<file path="src/design/sqss_pkg.sv">
`default_nettype none

package sqss_pkg;

    localparam int MAX_STEPS_DEF = 16;
    localparam int QDEPTH        = 2;
    localparam int DIV_BITS      = 32;

    // stream word widths
    localparam int S_TDATA_W = 24;
    localparam int S_TUSER_W = 2;
    localparam int M_TDATA_W = 24;
    localparam int M_TUSER_W = 3;

    // request kinds
    localparam logic [1:0] REQ_TICK = 2'd0;
    localparam logic [1:0] REQ_SET  = 2'd1;
    localparam logic [1:0] REQ_ADJ  = 2'd2;
    localparam logic [1:0] REQ_NOP  = 2'd3;

    // configuration register indexes
    localparam logic [1:0] CFG_STEP_COUNT   = 2'd0;
    localparam logic [1:0] CFG_SCALE_SELECT = 2'd1;
    localparam logic [1:0] CFG_VOICE_MODE   = 2'd2;
    localparam logic [1:0] CFG_TEMPO_BPM    = 2'd3;

    // voices
    localparam logic [1:0] VOICE_RING  = 2'd0;
    localparam logic [1:0] VOICE_GLIDE = 2'd1;
    localparam logic [1:0] VOICE_BONGO = 2'd2;

    // result actions
    localparam logic [2:0] ACT_NONE        = 3'd0;
    localparam logic [2:0] ACT_RING_HIT    = 3'd1;
    localparam logic [2:0] ACT_BONGO_HIT   = 3'd2;
    localparam logic [2:0] ACT_GLIDE_PITCH = 3'd3;
    localparam logic [2:0] ACT_GLIDE_MUTE  = 3'd4;

    localparam logic [4:0] STEP_COUNT_MIN = 5'd4;
    localparam logic [4:0] STEP_COUNT_RST = 5'd12;
    localparam logic [7:0] TEMPO_MIN      = 8'd70;
    localparam logic [7:0] TEMPO_MAX      = 8'd180;
    localparam logic [7:0] TEMPO_RST      = 8'd108;
    localparam logic [7:0] REST_LIMIT     = 8'd16;
    localparam logic [7:0] BONGO_MS       = 8'd90;
    localparam logic [6:0] ROOT_NOTE      = 7'd48;
    localparam logic [31:0] MS_PER_MIN    = 32'd60000;

    // degree quantizer: floor(((10*L - 153) * 4n + 2397) / 4794)
    localparam logic [11:0] DEG_OFFS    = 12'd153;
    localparam logic [16:0] DEG_BIAS    = 17'd2397;
    localparam logic [16:0] DEG_DIV     = 17'd4794;
    localparam logic [28:0] DEG_RECIP   = 29'd3499;   // floor(2^24 / 4794)
    localparam int          DEG_SHIFT   = 24;
    localparam logic [17:0] DIV5_MUL    = 18'd205;    // y*205 >> 10 == y/5 for y < 1024

    localparam int SEED_LEN = 12;
    localparam logic [7:0] SEED_LEVELS [SEED_LEN] = '{
        8'd115, 8'd153, 8'd191, 8'd140, 8'd0, 8'd166,
        8'd204, 8'd128, 8'd0, 8'd179, 8'd217, 8'd102
    };

    localparam logic [2:0] SCALE_LEN [4] = '{3'd5, 3'd7, 3'd6, 3'd6};
    localparam logic [3:0] SCALE_IV [4][7] = '{
        '{4'd0, 4'd3, 4'd5, 4'd7, 4'd10, 4'd0, 4'd0},
        '{4'd0, 4'd2, 4'd4, 4'd5, 4'd7, 4'd9, 4'd11},
        '{4'd0, 4'd2, 4'd4, 4'd6, 4'd8, 4'd10, 4'd0},
        '{4'd0, 4'd3, 4'd5, 4'd6, 4'd7, 4'd10, 4'd0}
    };

    typedef enum logic [1:0] {
        OP_TICK = 2'd0,
        OP_SET  = 2'd1,
        OP_ADJ  = 2'd2,
        OP_NOP  = 2'd3
    } op_t;

    typedef struct packed {
        op_t        op;
        logic [3:0] idx;
        logic [7:0] value;
        logic [8:0] delta;
        logic       in_range;
    } job_t;

    typedef struct packed {
        logic [4:0] step_count;
        logic [1:0] scale_select;
        logic [1:0] voice_mode;
        logic [7:0] tempo_bpm;
    } cfg_t;

    typedef struct packed {
        logic [3:0] played_step;
        logic [2:0] action;
        logic [6:0] note;
        logic [2:0] volume;
        logic [7:0] duration_ms;
    } res_t;

    // 3 + floor(4*L/255)
    function automatic logic [2:0] hit_volume(input logic [7:0] lvl);
        logic [2:0] v;
        if (lvl == 8'd255)      v = 3'd7;
        else if (lvl >= 8'd192) v = 3'd6;
        else if (lvl >= 8'd128) v = 3'd5;
        else if (lvl >= 8'd64)  v = 3'd4;
        else                    v = 3'd3;
        return v;
    endfunction

    // 3 + floor(3*L/255)
    function automatic logic [2:0] glide_volume(input logic [7:0] lvl);
        logic [2:0] v;
        if (lvl == 8'd255)      v = 3'd6;
        else if (lvl >= 8'd170) v = 3'd5;
        else if (lvl >= 8'd85)  v = 3'd4;
        else                    v = 3'd3;
        return v;
    endfunction

    // degree is at most twice the scale length, so at most two octaves up
    function automatic logic [6:0] degree_note(input logic [1:0] sel, input logic [3:0] deg,
                                               input logic [2:0] len);
        logic [3:0] twice;
        logic [3:0] k;
        logic [6:0] offs;
        twice = {len, 1'b0};
        if (deg >= twice) begin
            k    = deg - twice;
            offs = 7'd24;
        end else if (deg >= {1'b0, len}) begin
            k    = deg - {1'b0, len};
            offs = 7'd12;
        end else begin
            k    = deg;
            offs = 7'd0;
        end
        return ROOT_NOTE + offs + {3'd0, SCALE_IV[sel][k[2:0]]};
    endfunction

endpackage

`default_nettype wire

</file>
<file path="src/design/scale_quantized_step_sequencer.sv">
// flow: set / adjust word ST_WRITE, ST_OUT; sounding tick ST_CALC, ST_MUL, ST_FIX, ST_NOTE, ST_OUT;
//   a rest or silent voice ST_CALC, ST_OUT; a ring voice also waits in ST_DUR for 60000/tempo on
//   the 32-step serial divider, and a tick that must rebuild tick_count mod ring length (first
//   tick after reset or after it changes) waits in ST_MOD first; a stalled m_tready holds ST_OUT
// throughput: one word at a time in the back end; a two-word queue keeps s_tready up meanwhile
// reset: synchronous, active low; registers to defaults, tick count zero, seed levels until written
`default_nettype none

module scale_quantized_step_sequencer #(
    parameter int MAX_STEPS = sqss_pkg::MAX_STEPS_DEF
) (
    input  wire logic                            aclk,
    input  wire logic                            aresetn,
    // configuration write port
    input  wire logic                            cfg_we,
    input  wire logic [1:0]                      cfg_index,
    input  wire logic [7:0]                      cfg_wdata,
    // request words
    input  wire logic                            s_tvalid,
    output logic                                 s_tready,
    input  wire logic [sqss_pkg::S_TDATA_W-1:0]  s_tdata,   // step_index, level_value, level_delta
    input  wire logic [sqss_pkg::S_TUSER_W-1:0]  s_tuser,   // req_type
    // result words
    output logic                                 m_tvalid,
    input  wire logic                            m_tready,
    output logic [sqss_pkg::M_TDATA_W-1:0]       m_tdata,   // played_step, note, volume, duration_ms
    output logic [sqss_pkg::M_TUSER_W-1:0]       m_tuser    // action
);
    import sqss_pkg::*;

    cfg_t  cfg_reg;
    cfg_t  cfg_next;
    logic  q_valid;
    logic  q_pop;
    job_t  q_job;
    res_t  m_res;

    // configuration registers, to be written only while idle; the block itself does not enforce it
    always_comb begin
        cfg_next = cfg_reg;
        if (cfg_we) begin
            unique case (cfg_index)
                CFG_STEP_COUNT:   cfg_next.step_count   = cfg_wdata[4:0];
                CFG_SCALE_SELECT: cfg_next.scale_select = cfg_wdata[1:0];
                CFG_VOICE_MODE:   cfg_next.voice_mode   = cfg_wdata[1:0];
                CFG_TEMPO_BPM:    cfg_next.tempo_bpm    = cfg_wdata;
            endcase
        end
    end

    always_ff @(posedge aclk) begin
        if (!aresetn) begin
            cfg_reg.step_count   <= STEP_COUNT_RST;
            cfg_reg.scale_select <= '0;
            cfg_reg.voice_mode   <= VOICE_RING;
            cfg_reg.tempo_bpm    <= TEMPO_RST;
        end else begin
            cfg_reg <= cfg_next;
        end
    end

    // front end: decode request kind, queue the word
    sqss_front #(
        .MAX_STEPS (MAX_STEPS)
    ) u_front (
        .aclk     (aclk),
        .aresetn  (aresetn),
        .s_tvalid (s_tvalid),
        .s_tready (s_tready),
        .s_tdata  (s_tdata),
        .s_tuser  (s_tuser),
        .q_valid  (q_valid),
        .q_pop    (q_pop),
        .q_job    (q_job)
    );

    // back end: level store, quantizer, voice, output register
    sqss_back #(
        .MAX_STEPS (MAX_STEPS)
    ) u_back (
        .aclk     (aclk),
        .aresetn  (aresetn),
        .cfg      (cfg_reg),
        .q_valid  (q_valid),
        .q_pop    (q_pop),
        .q_job    (q_job),
        .m_valid  (m_tvalid),
        .m_ready  (m_tready),
        .m_res    (m_res)
    );

    // result word packing, lowest field first, zero fill to whole bytes
    assign m_tdata = {2'b00, m_res.duration_ms, m_res.volume, m_res.note, m_res.played_step};
    assign m_tuser = m_res.action;

endmodule

`default_nettype wire

</file>
<file path="src/design/sqss_front.sv">
`default_nettype none

module sqss_front #(
    parameter int MAX_STEPS = sqss_pkg::MAX_STEPS_DEF
) (
    input  wire logic                             aclk,
    input  wire logic                             aresetn,
    input  wire logic                             s_tvalid,
    output logic                                  s_tready,
    input  wire logic [sqss_pkg::S_TDATA_W-1:0]   s_tdata,
    input  wire logic [sqss_pkg::S_TUSER_W-1:0]   s_tuser,
    output logic                                  q_valid,
    input  wire logic                             q_pop,
    output sqss_pkg::job_t                        q_job
);
    import sqss_pkg::*;

    localparam int PW = $clog2(QDEPTH);

    job_t                job_in;
    job_t                q_mem_reg [QDEPTH];
    logic [PW-1:0]       wr_ptr_reg, wr_ptr_next;
    logic [PW-1:0]       rd_ptr_reg, rd_ptr_next;
    logic [PW:0]         count_reg, count_next;
    logic                push;

    // classify the incoming word
    always_comb begin
        job_in.idx      = s_tdata[3:0];
        job_in.value    = s_tdata[11:4];
        job_in.delta    = s_tdata[20:12];
        job_in.in_range = (32'(s_tdata[3:0]) < MAX_STEPS);
        unique case (s_tuser[1:0])
            REQ_TICK: job_in.op = OP_TICK;
            REQ_SET:  job_in.op = OP_SET;
            REQ_ADJ:  job_in.op = OP_ADJ;
            REQ_NOP:  job_in.op = OP_NOP;
        endcase
    end

    assign s_tready = (count_reg != (PW + 1)'(QDEPTH));
    assign push     = s_tvalid && s_tready;
    assign q_valid  = (count_reg != '0);
    assign q_job    = q_mem_reg[rd_ptr_reg];

    always_comb begin
        wr_ptr_next = wr_ptr_reg;
        rd_ptr_next = rd_ptr_reg;
        count_next  = count_reg;
        if (push) begin
            wr_ptr_next = (32'(wr_ptr_reg) == QDEPTH - 1) ? '0 : wr_ptr_reg + 1'b1;
        end
        if (q_pop && q_valid) begin
            rd_ptr_next = (32'(rd_ptr_reg) == QDEPTH - 1) ? '0 : rd_ptr_reg + 1'b1;
        end
        if (push && !(q_pop && q_valid)) begin
            count_next = count_reg + 1'b1;
        end else if (!push && q_pop && q_valid) begin
            count_next = count_reg - 1'b1;
        end
    end

    always_ff @(posedge aclk) begin
        if (!aresetn) begin
            wr_ptr_reg <= '0;
            rd_ptr_reg <= '0;
            count_reg  <= '0;
        end else begin
            wr_ptr_reg <= wr_ptr_next;
            rd_ptr_reg <= rd_ptr_next;
            count_reg  <= count_next;
        end
    end

    always_ff @(posedge aclk) begin
        if (push) begin
            q_mem_reg[wr_ptr_reg] <= job_in;
        end
    end

endmodule

`default_nettype wire

</file>
<file path="src/design/sqss_div.sv">
`default_nettype none

module sqss_div (
    input  wire logic                          aclk,
    input  wire logic                          aresetn,
    input  wire logic                          start,
    input  wire logic [sqss_pkg::DIV_BITS-1:0] dividend,
    input  wire logic [7:0]                    divisor,
    output logic                               busy,
    output logic                               done,
    output logic [sqss_pkg::DIV_BITS-1:0]      quot,
    output logic [7:0]                         rem
);
    import sqss_pkg::*;

    localparam int CW = $clog2(DIV_BITS);

    logic                busy_reg, busy_next;
    logic                done_reg, done_next;
    logic [CW-1:0]       cnt_reg, cnt_next;
    logic [DIV_BITS-1:0] num_reg, num_next;
    logic [7:0]          rem_reg, rem_next;
    logic [7:0]          den_reg, den_next;
    logic [8:0]          trial;
    logic                ge;

    // restoring division, one quotient bit per cycle
    assign trial = {rem_reg, num_reg[DIV_BITS-1]};
    assign ge    = (trial >= {1'b0, den_reg});

    always_comb begin
        busy_next = busy_reg;
        done_next = 1'b0;
        cnt_next  = cnt_reg;
        num_next  = num_reg;
        rem_next  = rem_reg;
        den_next  = den_reg;
        if (start) begin
            busy_next = 1'b1;
            cnt_next  = '0;
            num_next  = dividend;
            rem_next  = '0;
            den_next  = divisor;
        end else if (busy_reg) begin
            rem_next = ge ? 8'(trial - {1'b0, den_reg}) : trial[7:0];
            num_next = {num_reg[DIV_BITS-2:0], ge};
            cnt_next = cnt_reg + 1'b1;
            if (32'(cnt_reg) == DIV_BITS - 1) begin
                busy_next = 1'b0;
                done_next = 1'b1;
            end
        end
    end

    always_ff @(posedge aclk) begin
        if (!aresetn) begin
            busy_reg <= 1'b0;
            done_reg <= 1'b0;
        end else begin
            busy_reg <= busy_next;
            done_reg <= done_next;
        end
    end

    always_ff @(posedge aclk) begin
        cnt_reg <= cnt_next;
        num_reg <= num_next;
        rem_reg <= rem_next;
        den_reg <= den_next;
    end

    assign busy = busy_reg;
    assign done = done_reg;
    assign quot = num_reg;
    assign rem  = rem_reg;

endmodule

`default_nettype wire

</file>
<file path="src/design/sqss_back.sv">
`default_nettype none

module sqss_back #(
    parameter int MAX_STEPS = sqss_pkg::MAX_STEPS_DEF
) (
    input  wire logic           aclk,
    input  wire logic           aresetn,
    input  wire sqss_pkg::cfg_t cfg,
    input  wire logic           q_valid,
    output logic                q_pop,
    input  wire sqss_pkg::job_t q_job,
    output logic                m_valid,
    input  wire logic           m_ready,
    output sqss_pkg::res_t      m_res
);
    import sqss_pkg::*;

    localparam int AW = $clog2(MAX_STEPS);
    localparam int NW = $clog2(MAX_STEPS + 1);

    typedef enum logic [8:0] {
        ST_IDLE  = 9'b000000001,
        ST_MOD   = 9'b000000010,
        ST_WRITE = 9'b000000100,
        ST_CALC  = 9'b000001000,
        ST_MUL   = 9'b000010000,
        ST_FIX   = 9'b000100000,
        ST_NOTE  = 9'b001000000,
        ST_DUR   = 9'b010000000,
        ST_OUT   = 9'b100000000
    } state_t;

    state_t          state_reg, state_next;
    job_t            job_reg, job_next;
    logic [31:0]     tick_reg, tick_next;
    logic [AW-1:0]   pos_reg, pos_next;
    logic            pos_ok_reg, pos_ok_next;
    logic [NW-1:0]   pos_n_reg, pos_n_next;
    logic [7:0]      lvl_reg, lvl_next;
    logic [2:0]      len_reg, len_next;
    logic [16:0]     x_reg, x_next;
    logic [28:0]     prod_reg, prod_next;
    logic [3:0]      deg_reg, deg_next;
    res_t            res_reg, res_next;
    logic            m_valid_reg, m_valid_next;
    res_t            m_res_reg, m_res_next;

    // level store, with seed contour until written
    logic [7:0]      mem [MAX_STEPS];
    logic [MAX_STEPS-1:0] valid_reg;
    logic [7:0]      rd_data_reg;
    logic            rd_vld_reg;
    logic [7:0]      rd_seed_reg;
    logic [7:0]      seed_rd;
    logic [AW-1:0]   rd_addr;
    logic            wr_en;
    logic [AW-1:0]   wr_addr;
    logic [7:0]      wr_data;
    logic [7:0]      level;

    logic [NW-1:0]   ring_len;
    logic [7:0]      tempo_sat;
    logic            out_free;

    logic                div_start;
    logic [DIV_BITS-1:0] div_dividend;
    logic [7:0]          div_divisor;
    logic                div_busy;
    logic                div_done;
    logic [DIV_BITS-1:0] div_quot;
    logic [7:0]          div_rem;

    logic [11:0]       lvl10;
    logic [2:0]        len_cur;
    logic signed [9:0] adj_sum;
    logic [7:0]        adj_lvl;
    logic [4:0]        q0;
    logic [16:0]       rchk;
    logic [4:0]        deg_raw;
    logic [9:0]        dur_q;
    logic [17:0]       dur_prod;

    sqss_div u_div (
        .aclk     (aclk),
        .aresetn  (aresetn),
        .start    (div_start),
        .dividend (div_dividend),
        .divisor  (div_divisor),
        .busy     (div_busy),
        .done     (div_done),
        .quot     (div_quot),
        .rem      (div_rem)
    );

    always_comb begin
        if (cfg.step_count < STEP_COUNT_MIN) begin
            ring_len = NW'(STEP_COUNT_MIN);
        end else if (32'(cfg.step_count) > MAX_STEPS) begin
            ring_len = NW'(MAX_STEPS);
        end else begin
            ring_len = NW'(cfg.step_count);
        end
        if (cfg.tempo_bpm < TEMPO_MIN) begin
            tempo_sat = TEMPO_MIN;
        end else if (cfg.tempo_bpm > TEMPO_MAX) begin
            tempo_sat = TEMPO_MAX;
        end else begin
            tempo_sat = cfg.tempo_bpm;
        end
    end

    always_comb begin
        seed_rd = '0;
        for (int i = 0; i < MAX_STEPS; i++) begin
            if (rd_addr == AW'(i)) begin
                seed_rd = SEED_LEVELS[i % SEED_LEN];
            end
        end
    end

    assign level    = rd_vld_reg ? rd_data_reg : rd_seed_reg;
    assign out_free = !m_valid_reg || m_ready;
    assign len_cur  = SCALE_LEN[cfg.scale_select];
    assign lvl10    = 12'({4'd0, level} * 12'd10) - DEG_OFFS;
    assign adj_sum  = $signed({2'b00, level}) + $signed({job_reg.delta[8], job_reg.delta});
    assign adj_lvl  = (adj_sum < 10'sd0) ? 8'd0 :
                      (adj_sum > 10'sd255) ? 8'd255 : adj_sum[7:0];
    assign q0       = prod_reg[DEG_SHIFT+4:DEG_SHIFT];
    assign rchk     = x_reg - 17'(17'(q0) * DEG_DIV);
    assign deg_raw  = (rchk >= DEG_DIV) ? q0 + 5'd1 : q0;
    assign dur_q    = {div_quot[9:2], 2'b00};
    assign dur_prod = 18'(dur_q) * DIV5_MUL;

    always_comb begin
        state_next   = state_reg;
        job_next     = job_reg;
        tick_next    = tick_reg;
        pos_next     = pos_reg;
        pos_ok_next  = pos_ok_reg;
        pos_n_next   = pos_n_reg;
        lvl_next     = lvl_reg;
        len_next     = len_reg;
        x_next       = x_reg;
        prod_next    = prod_reg;
        deg_next     = deg_reg;
        res_next     = res_reg;
        m_valid_next = m_valid_reg;
        m_res_next   = m_res_reg;
        q_pop        = 1'b0;
        div_start    = 1'b0;
        div_dividend = tick_reg;
        div_divisor  = 8'(ring_len);
        rd_addr      = pos_reg;
        wr_en        = 1'b0;
        wr_addr      = AW'(job_reg.idx);
        wr_data      = adj_lvl;

        if (m_valid_reg && m_ready) begin
            m_valid_next = 1'b0;
        end

        unique case (state_reg)
            ST_IDLE: begin
                if (q_valid) begin
                    q_pop    = 1'b1;
                    job_next = q_job;
                    unique case (q_job.op)
                        OP_TICK: begin
                            if (pos_ok_reg && pos_n_reg == ring_len) begin
                                state_next = ST_CALC;
                            end else begin
                                div_start   = 1'b1;
                                pos_ok_next = 1'b0;
                                pos_n_next  = ring_len;
                                state_next  = ST_MOD;
                            end
                        end
                        OP_SET, OP_ADJ: begin
                            rd_addr    = AW'(q_job.idx);
                            state_next = ST_WRITE;
                        end
                        OP_NOP: begin
                            res_next   = '0;
                            state_next = ST_OUT;
                        end
                    endcase
                end
            end
            ST_MOD: begin
                rd_addr = AW'(div_rem);
                if (div_done) begin
                    pos_next    = AW'(div_rem);
                    pos_ok_next = 1'b1;
                    state_next  = ST_CALC;
                end
            end
            ST_WRITE: begin
                res_next             = '0;
                res_next.played_step = job_reg.idx;
                if (job_reg.in_range) begin
                    wr_en   = 1'b1;
                    wr_data = (job_reg.op == OP_SET) ? job_reg.value : adj_lvl;
                end
                state_next = ST_OUT;
            end
            ST_CALC: begin
                tick_next = tick_reg + 32'd1;
                if (tick_next == '0) begin
                    pos_next = '0;
                end else if (NW'(pos_reg) + NW'(1) == pos_n_reg) begin
                    pos_next = '0;
                end else begin
                    pos_next = pos_reg + AW'(1);
                end
                res_next             = '0;
                res_next.played_step = 4'(pos_reg);
                lvl_next             = level;
                len_next             = len_cur;
                x_next = 17'(17'(lvl10) * 17'({len_cur, 2'b00})) + DEG_BIAS;
                if (level < REST_LIMIT) begin
                    if (cfg.voice_mode == VOICE_GLIDE) begin
                        res_next.action = ACT_GLIDE_MUTE;
                    end
                    state_next = ST_OUT;
                end else if (cfg.voice_mode == VOICE_RING || cfg.voice_mode == VOICE_GLIDE
                             || cfg.voice_mode == VOICE_BONGO) begin
                    state_next = ST_MUL;
                end else begin
                    state_next = ST_OUT;
                end
            end
            ST_MUL: begin
                prod_next  = 29'(x_reg) * DEG_RECIP;
                state_next = ST_FIX;
            end
            ST_FIX: begin
                if (deg_raw > 5'({len_reg, 1'b0})) begin
                    deg_next = {len_reg, 1'b0};
                end else begin
                    deg_next = deg_raw[3:0];
                end
                state_next = ST_NOTE;
            end
            ST_NOTE: begin
                res_next.note = degree_note(cfg.scale_select, deg_reg, len_reg);
                case (cfg.voice_mode)
                    VOICE_RING: begin
                        res_next.action = ACT_RING_HIT;
                        res_next.volume = hit_volume(lvl_reg);
                        div_start       = 1'b1;
                        div_dividend    = MS_PER_MIN;
                        div_divisor     = tempo_sat;
                        state_next      = ST_DUR;
                    end
                    VOICE_BONGO: begin
                        res_next.action      = ACT_BONGO_HIT;
                        res_next.volume      = hit_volume(lvl_reg);
                        res_next.duration_ms = BONGO_MS;
                        state_next           = ST_OUT;
                    end
                    VOICE_GLIDE: begin
                        res_next.action = ACT_GLIDE_PITCH;
                        res_next.volume = glide_volume(lvl_reg);
                        state_next      = ST_OUT;
                    end
                    default: begin
                        state_next = ST_OUT;
                    end
                endcase
            end
            ST_DUR: begin
                if (div_done) begin
                    res_next.duration_ms = dur_prod[17:10];
                    state_next           = ST_OUT;
                end
            end
            ST_OUT: begin
                if (out_free) begin
                    m_valid_next = 1'b1;
                    m_res_next   = res_reg;
                    state_next   = ST_IDLE;
                end
            end
            default: begin
                state_next = ST_IDLE;
            end
        endcase
    end

    always_ff @(posedge aclk) begin
        if (!aresetn) begin
            state_reg   <= ST_IDLE;
            tick_reg    <= '0;
            pos_ok_reg  <= 1'b0;
            m_valid_reg <= 1'b0;
            valid_reg   <= '0;
        end else begin
            state_reg   <= state_next;
            tick_reg    <= tick_next;
            pos_ok_reg  <= pos_ok_next;
            m_valid_reg <= m_valid_next;
            if (wr_en) begin
                valid_reg[wr_addr] <= 1'b1;
            end
        end
    end

    always_ff @(posedge aclk) begin
        job_reg   <= job_next;
        pos_reg   <= pos_next;
        pos_n_reg <= pos_n_next;
        lvl_reg   <= lvl_next;
        len_reg   <= len_next;
        x_reg     <= x_next;
        prod_reg  <= prod_next;
        deg_reg   <= deg_next;
        res_reg   <= res_next;
        m_res_reg <= m_res_next;
    end

    always_ff @(posedge aclk) begin
        if (wr_en) begin
            mem[wr_addr] <= wr_data;
        end
        rd_data_reg <= mem[rd_addr];
        rd_vld_reg  <= valid_reg[rd_addr];
        rd_seed_reg <= seed_rd;
    end

    assign m_valid = m_valid_reg;
    assign m_res   = m_res_reg;

    a_pos_in_ring: assert property (@(posedge aclk) disable iff (!aresetn)
        pos_ok_reg |-> (NW'(pos_reg) < pos_n_reg))
        else $error("cached step position outside ring");

    a_tick_advance: assert property (@(posedge aclk) disable iff (!aresetn)
        (state_reg == ST_CALC) |=> (tick_reg == $past(tick_reg) + 32'd1))
        else $error("tick count did not advance once");

    a_deg_capped: assert property (@(posedge aclk) disable iff (!aresetn)
        (state_reg == ST_NOTE) |-> (deg_reg <= {len_reg, 1'b0}))
        else $error("scale degree above two octaves");

    a_div_idle: assert property (@(posedge aclk) disable iff (!aresetn)
        (state_reg == ST_IDLE) |-> !div_busy)
        else $error("divider running with no item at work");

endmodule

`default_nettype wire

</file>
<file path="config.mk">
export PLATFORM = sky130hd
export DESIGN_NAME = scale_quantized_step_sequencer
export DESIGN_NICKNAME = d
export VERILOG_FILES = /design/src/design/sqss_pkg.sv /design/src/design/scale_quantized_step_sequencer.sv /design/src/design/sqss_front.sv /design/src/design/sqss_div.sv /design/src/design/sqss_back.sv
export SDC_FILE = /design/constraint.sdc
export NUM_CORES = 1
export LEC_CHECK = 0
export BUFFER_PORTS_ARGS = -buffer_cell sky130_fd_sc_hd__buf_2
export CAP_MARGIN = 10
export CORE_MARGIN = 3
export CORE_UTILIZATION = 40
export CTS_CLUSTER_SIZE = 20
export DETAILED_ROUTE_END_ITERATION = 7
export PLACE_DENSITY = 0.66
export SLEW_MARGIN = 40
export SYNTH_ARGS = -nofsm -noshare
export SYNTH_HDL_FRONTEND = slang
export SYNTH_SLANG_ARGS = --single-unit
</file>
<file path="constraint.sdc">
create_clock -name aclk -period 6.71 [get_ports aclk]
set_input_delay 1.0065 -clock aclk [delete_from_list [all_inputs] [get_ports aclk]]
set_output_delay 1.0065 -clock aclk [all_outputs]
set_load 0.01 [all_outputs]
</file>
==> metrics.md <==
| Metric | Value |
|---|---|
| Outcome | complete, but fails checks |
| Failing checks | negative setup slack |
| Netlist Area Pre-Place | 0.0267 mm2 |
| Initial Util | 0.404 |
| Worst Hold Margin | 0.419 ns |
| Vias in the first global route | 18800 |
| Layout Utilization | 0.456 |
| Drt drc | 0 |
| RSZ-0062 raised after global routing | true |
| Area Growth Syn to Fin | 12.8% |
| Crit path time final | 7.09 ns |
| Ant. Diodes | 0 |
| Die width | 264 um |
| Distinct cells, synth | 91 |
| Grt total ovfl | 0 |
| Max Buffers Root-to-Sink | 3 |
| Worst Hold Class | reg2reg |
| PortBufs | 64 |
| H-tree levels | 2 |
| Crit path DAT | 7.44 ns |
| RePlAce Congestion | 0.892 |
| Post-synthesis xor/xnor area fraction | 0.0417 |
| Post-Synth Adder-Cell Area | 0.193 |
| Seq/Total Area, Yosys | 0.455 |
| Final setup viols | 3 |
| Critical path endpoint category | flop |
| Critical path peak fanout | 4 |
| Crit path required time | 7.06 ns |
| CTS Root Cell | clkbuf_16 |
| Largest net degree at the start of global routing | 71 |
| Fin. max-slew vios | 0 |
| Syn avg cell area | 10.8 um2 |
| Synth Area in Compound Gates | 0.103 |
| Skew-Pair Late Insertion Delay | 0.61 ns |
| Post-Syn Instances | 2480 |
| Max transition margin | 0.468 |
| Setup Crit Path Kind | reg2reg |
| CTS Buf Count | 47 |
| Die height | 264 um |
| Final ANT Viol Nets | 0 |
| Routed len/inst | 16.7 um |
| Core area | 0.0660 mm2 |
| Initial antenna violation count | 0 |
| Clk sinks | 441 |
| First DRT Iteration DRCs | 1161 |
| Synth Flop Type | edfxtp_1 |
| Tightest Pin Transition | 0.797 ns |
| FP Rows | 94 |
| Final worst-path cycle share | 1.06 |
| Final worst clock skew | 0.0499 ns |
| CP most frequent cell | ha_1 |
| CTS tree | yes |
| Post-Synth Simple-Gate Area | 0.127 |
| Die area | 0.0698 mm2 |
| Max incr delay on CP | 0.55 ns |
| WL final | 58400 um |
| Mux share of post-synthesis cell area | 0.0296 |
| Flip-flop count of the largest register after layout | 128 |
| Largest family of logic cells by synthesized area | adder cells |
| Nets | 2979 |
| Worst-path clk slew | 0.06 ns |
| Ys Warns | 0 |
| Total track usage | 0.167 |
| F_max | 0.141 GHz |
| # IOs | 70 |
| TritonRoute pass-1 iters | 7 |
| Crit path max-delay cell type | or4b_4 |
| Endpoints failing hold | 0 |
| HPWL after DPL | 43400 um |
| Critical Path Source Type | flop |
| Fill count | 6029 |
| Synth async-reset ratio | 0 |
| Via-to-Cell Ratio | 5.27 |
| Post-synth EDFFs | 330 |
| Max cap viols | 0 |
| Yosys reg bits | 441 |
| Fraction of layout instances using a drive strength above 1 | 0.124 |
| First-pass GRT wire length | 96000 um |
| Total number of vias | 18400 |
| Final worst setup slack | -0.385 ns |
## cells in the final DEF, fill, tap and decap left out, drive strengths merged, types with 26 or more instances in the layout
cell	count
mux2i	38
nor2b	28
nand3	60
nor3	45
o21ai	67
dfxtp	111
xnor2	69
inv	268
edfxtp	330
mux2	36
clkbuf	61
a21o	28
ha	240
xor2	58
buf	150
nor2	208
a31oi	35
nand2b	26
a211oi	58
fa	107
nand2	226
and2	33
a21oi	91
## synth_stat cells (8+ instances only)
master	count	share of area
a211oi_1	57	0.016
nand4_1	21	0.0049
inv_1	265	0.037
xnor2_1	69	0.023
nand2_1	226	0.032
a21o_1	26	0.0073
or2_2	10	0.0023
o21a_1	9	0.0025
nand3_1	60	0.011
and2_1	27	0.0063
or3_1	16	0.0038
a211o_1	11	0.0036
o31ai_1	8	0.0023
dfxtp_1	111	0.083
o21ai_0	64	0.012
o21bai_1	14	0.0039
xor2_1	58	0.019
a31oi_1	34	0.0080
edfxtp_1	330	0.37
ha_1	240	0.11
nand2b_1	26	0.0061
nor2b_1	27	0.0063
a311oi_1	10	0.0033
mux2i_1	38	0.014
fa_1	107	0.080
a21oi_1	89	0.017
nor2_1	207	0.029
mux2_2	35	0.015
and3_1	18	0.0042
o211ai_1	13	0.0037
nor3_1	45	0.0084
clkbuf_1	70	0.0098
## routing by layer
metal  GRT usage  routed length (um)  vias to the layer above
met5           0                   0                        -
met4      0.0458                1220                        0
met3      0.0187                2550                       78
met2       0.286               27900                      409
met1       0.226               26700                     8988
li1            -                   -                     8908
## per-stage QoR
stage | area, um2 | std cells | setup WS (ns) | TNS [ns]
global placement | 28300 | 3390 | -0.404 | -1.02
global route | 30100 | 3490 | -0.659 | -1.87
finish | 30100 | 3490 | -0.385 | -1.05
detailed placement | 28400 | 3391 | -0.592 | -1.60
CTS | 30000 | 3485 | -0.355 | -0.966
floorplan | 26700 | 2481 | -0.280 | -0.535
## logic make-up after synthesis
kind of cell,count (synthesis)
other,1
and+or+nand+nor,725
DFF,441
AOI/OAI and AO/OA,407
xor gates and xnor gates,127
muxes,74
buffers and inverters,358
adders and majority gates,347
## layout make-up
class	count	area [um2]	share of cell area
Timing Repair Buffer	150	986	0.0328
Sequential cell	441	12100	0.403
Clock buffer	61	1250	0.0415
Tap cell	864	1080	0.0359
Multi-Input combinational cell	1682	13400	0.444
Clock inverter	23	270	0.00898
Inverter	269	1010	0.0336
## repair_timing
action,CTS,global route
resized for setup,3,4
hold buffers,0,0
endpoints found under the setup margin,3,3
gates cloned,0,0
buffers inserted,10,5
pin swaps,7,6
## worst max-delay path, delay by kind of cell, from the launching register on
| kind | cells | cell delay [ns] |
|---|---|---|
| xor+xnor | 2 | 0.27 |
| flops | 1 | 0.48 |
| mux | 1 | 0.29 |
| compound gates | 7 | 1.44 |
| buf+inv | 3 | 0.25 |
| fa+ha+maj | 6 | 2.06 |
| simple gates | 9 | 2.08 |
## final timing paths
path / start / endpoint / slack, ns / cells after the start
setup reg to reg: u_back.prod_reg[26] / u_back.deg_reg[2] / -0.38 / 28
setup / recovery: u_back.prod_reg[26] / u_back.deg_reg[2] / -0.38 / 28
hold reg to reg: u_back.res_reg[22] / u_back.m_res[22] / 0.42 / 0
hold / removal: u_back.res_reg[22] / u_back.m_res[22] / 0.42 / 0
Power is not shown: default switching activity piles up to over one toggle a cycle in this logic, so the estimate is an artifact.
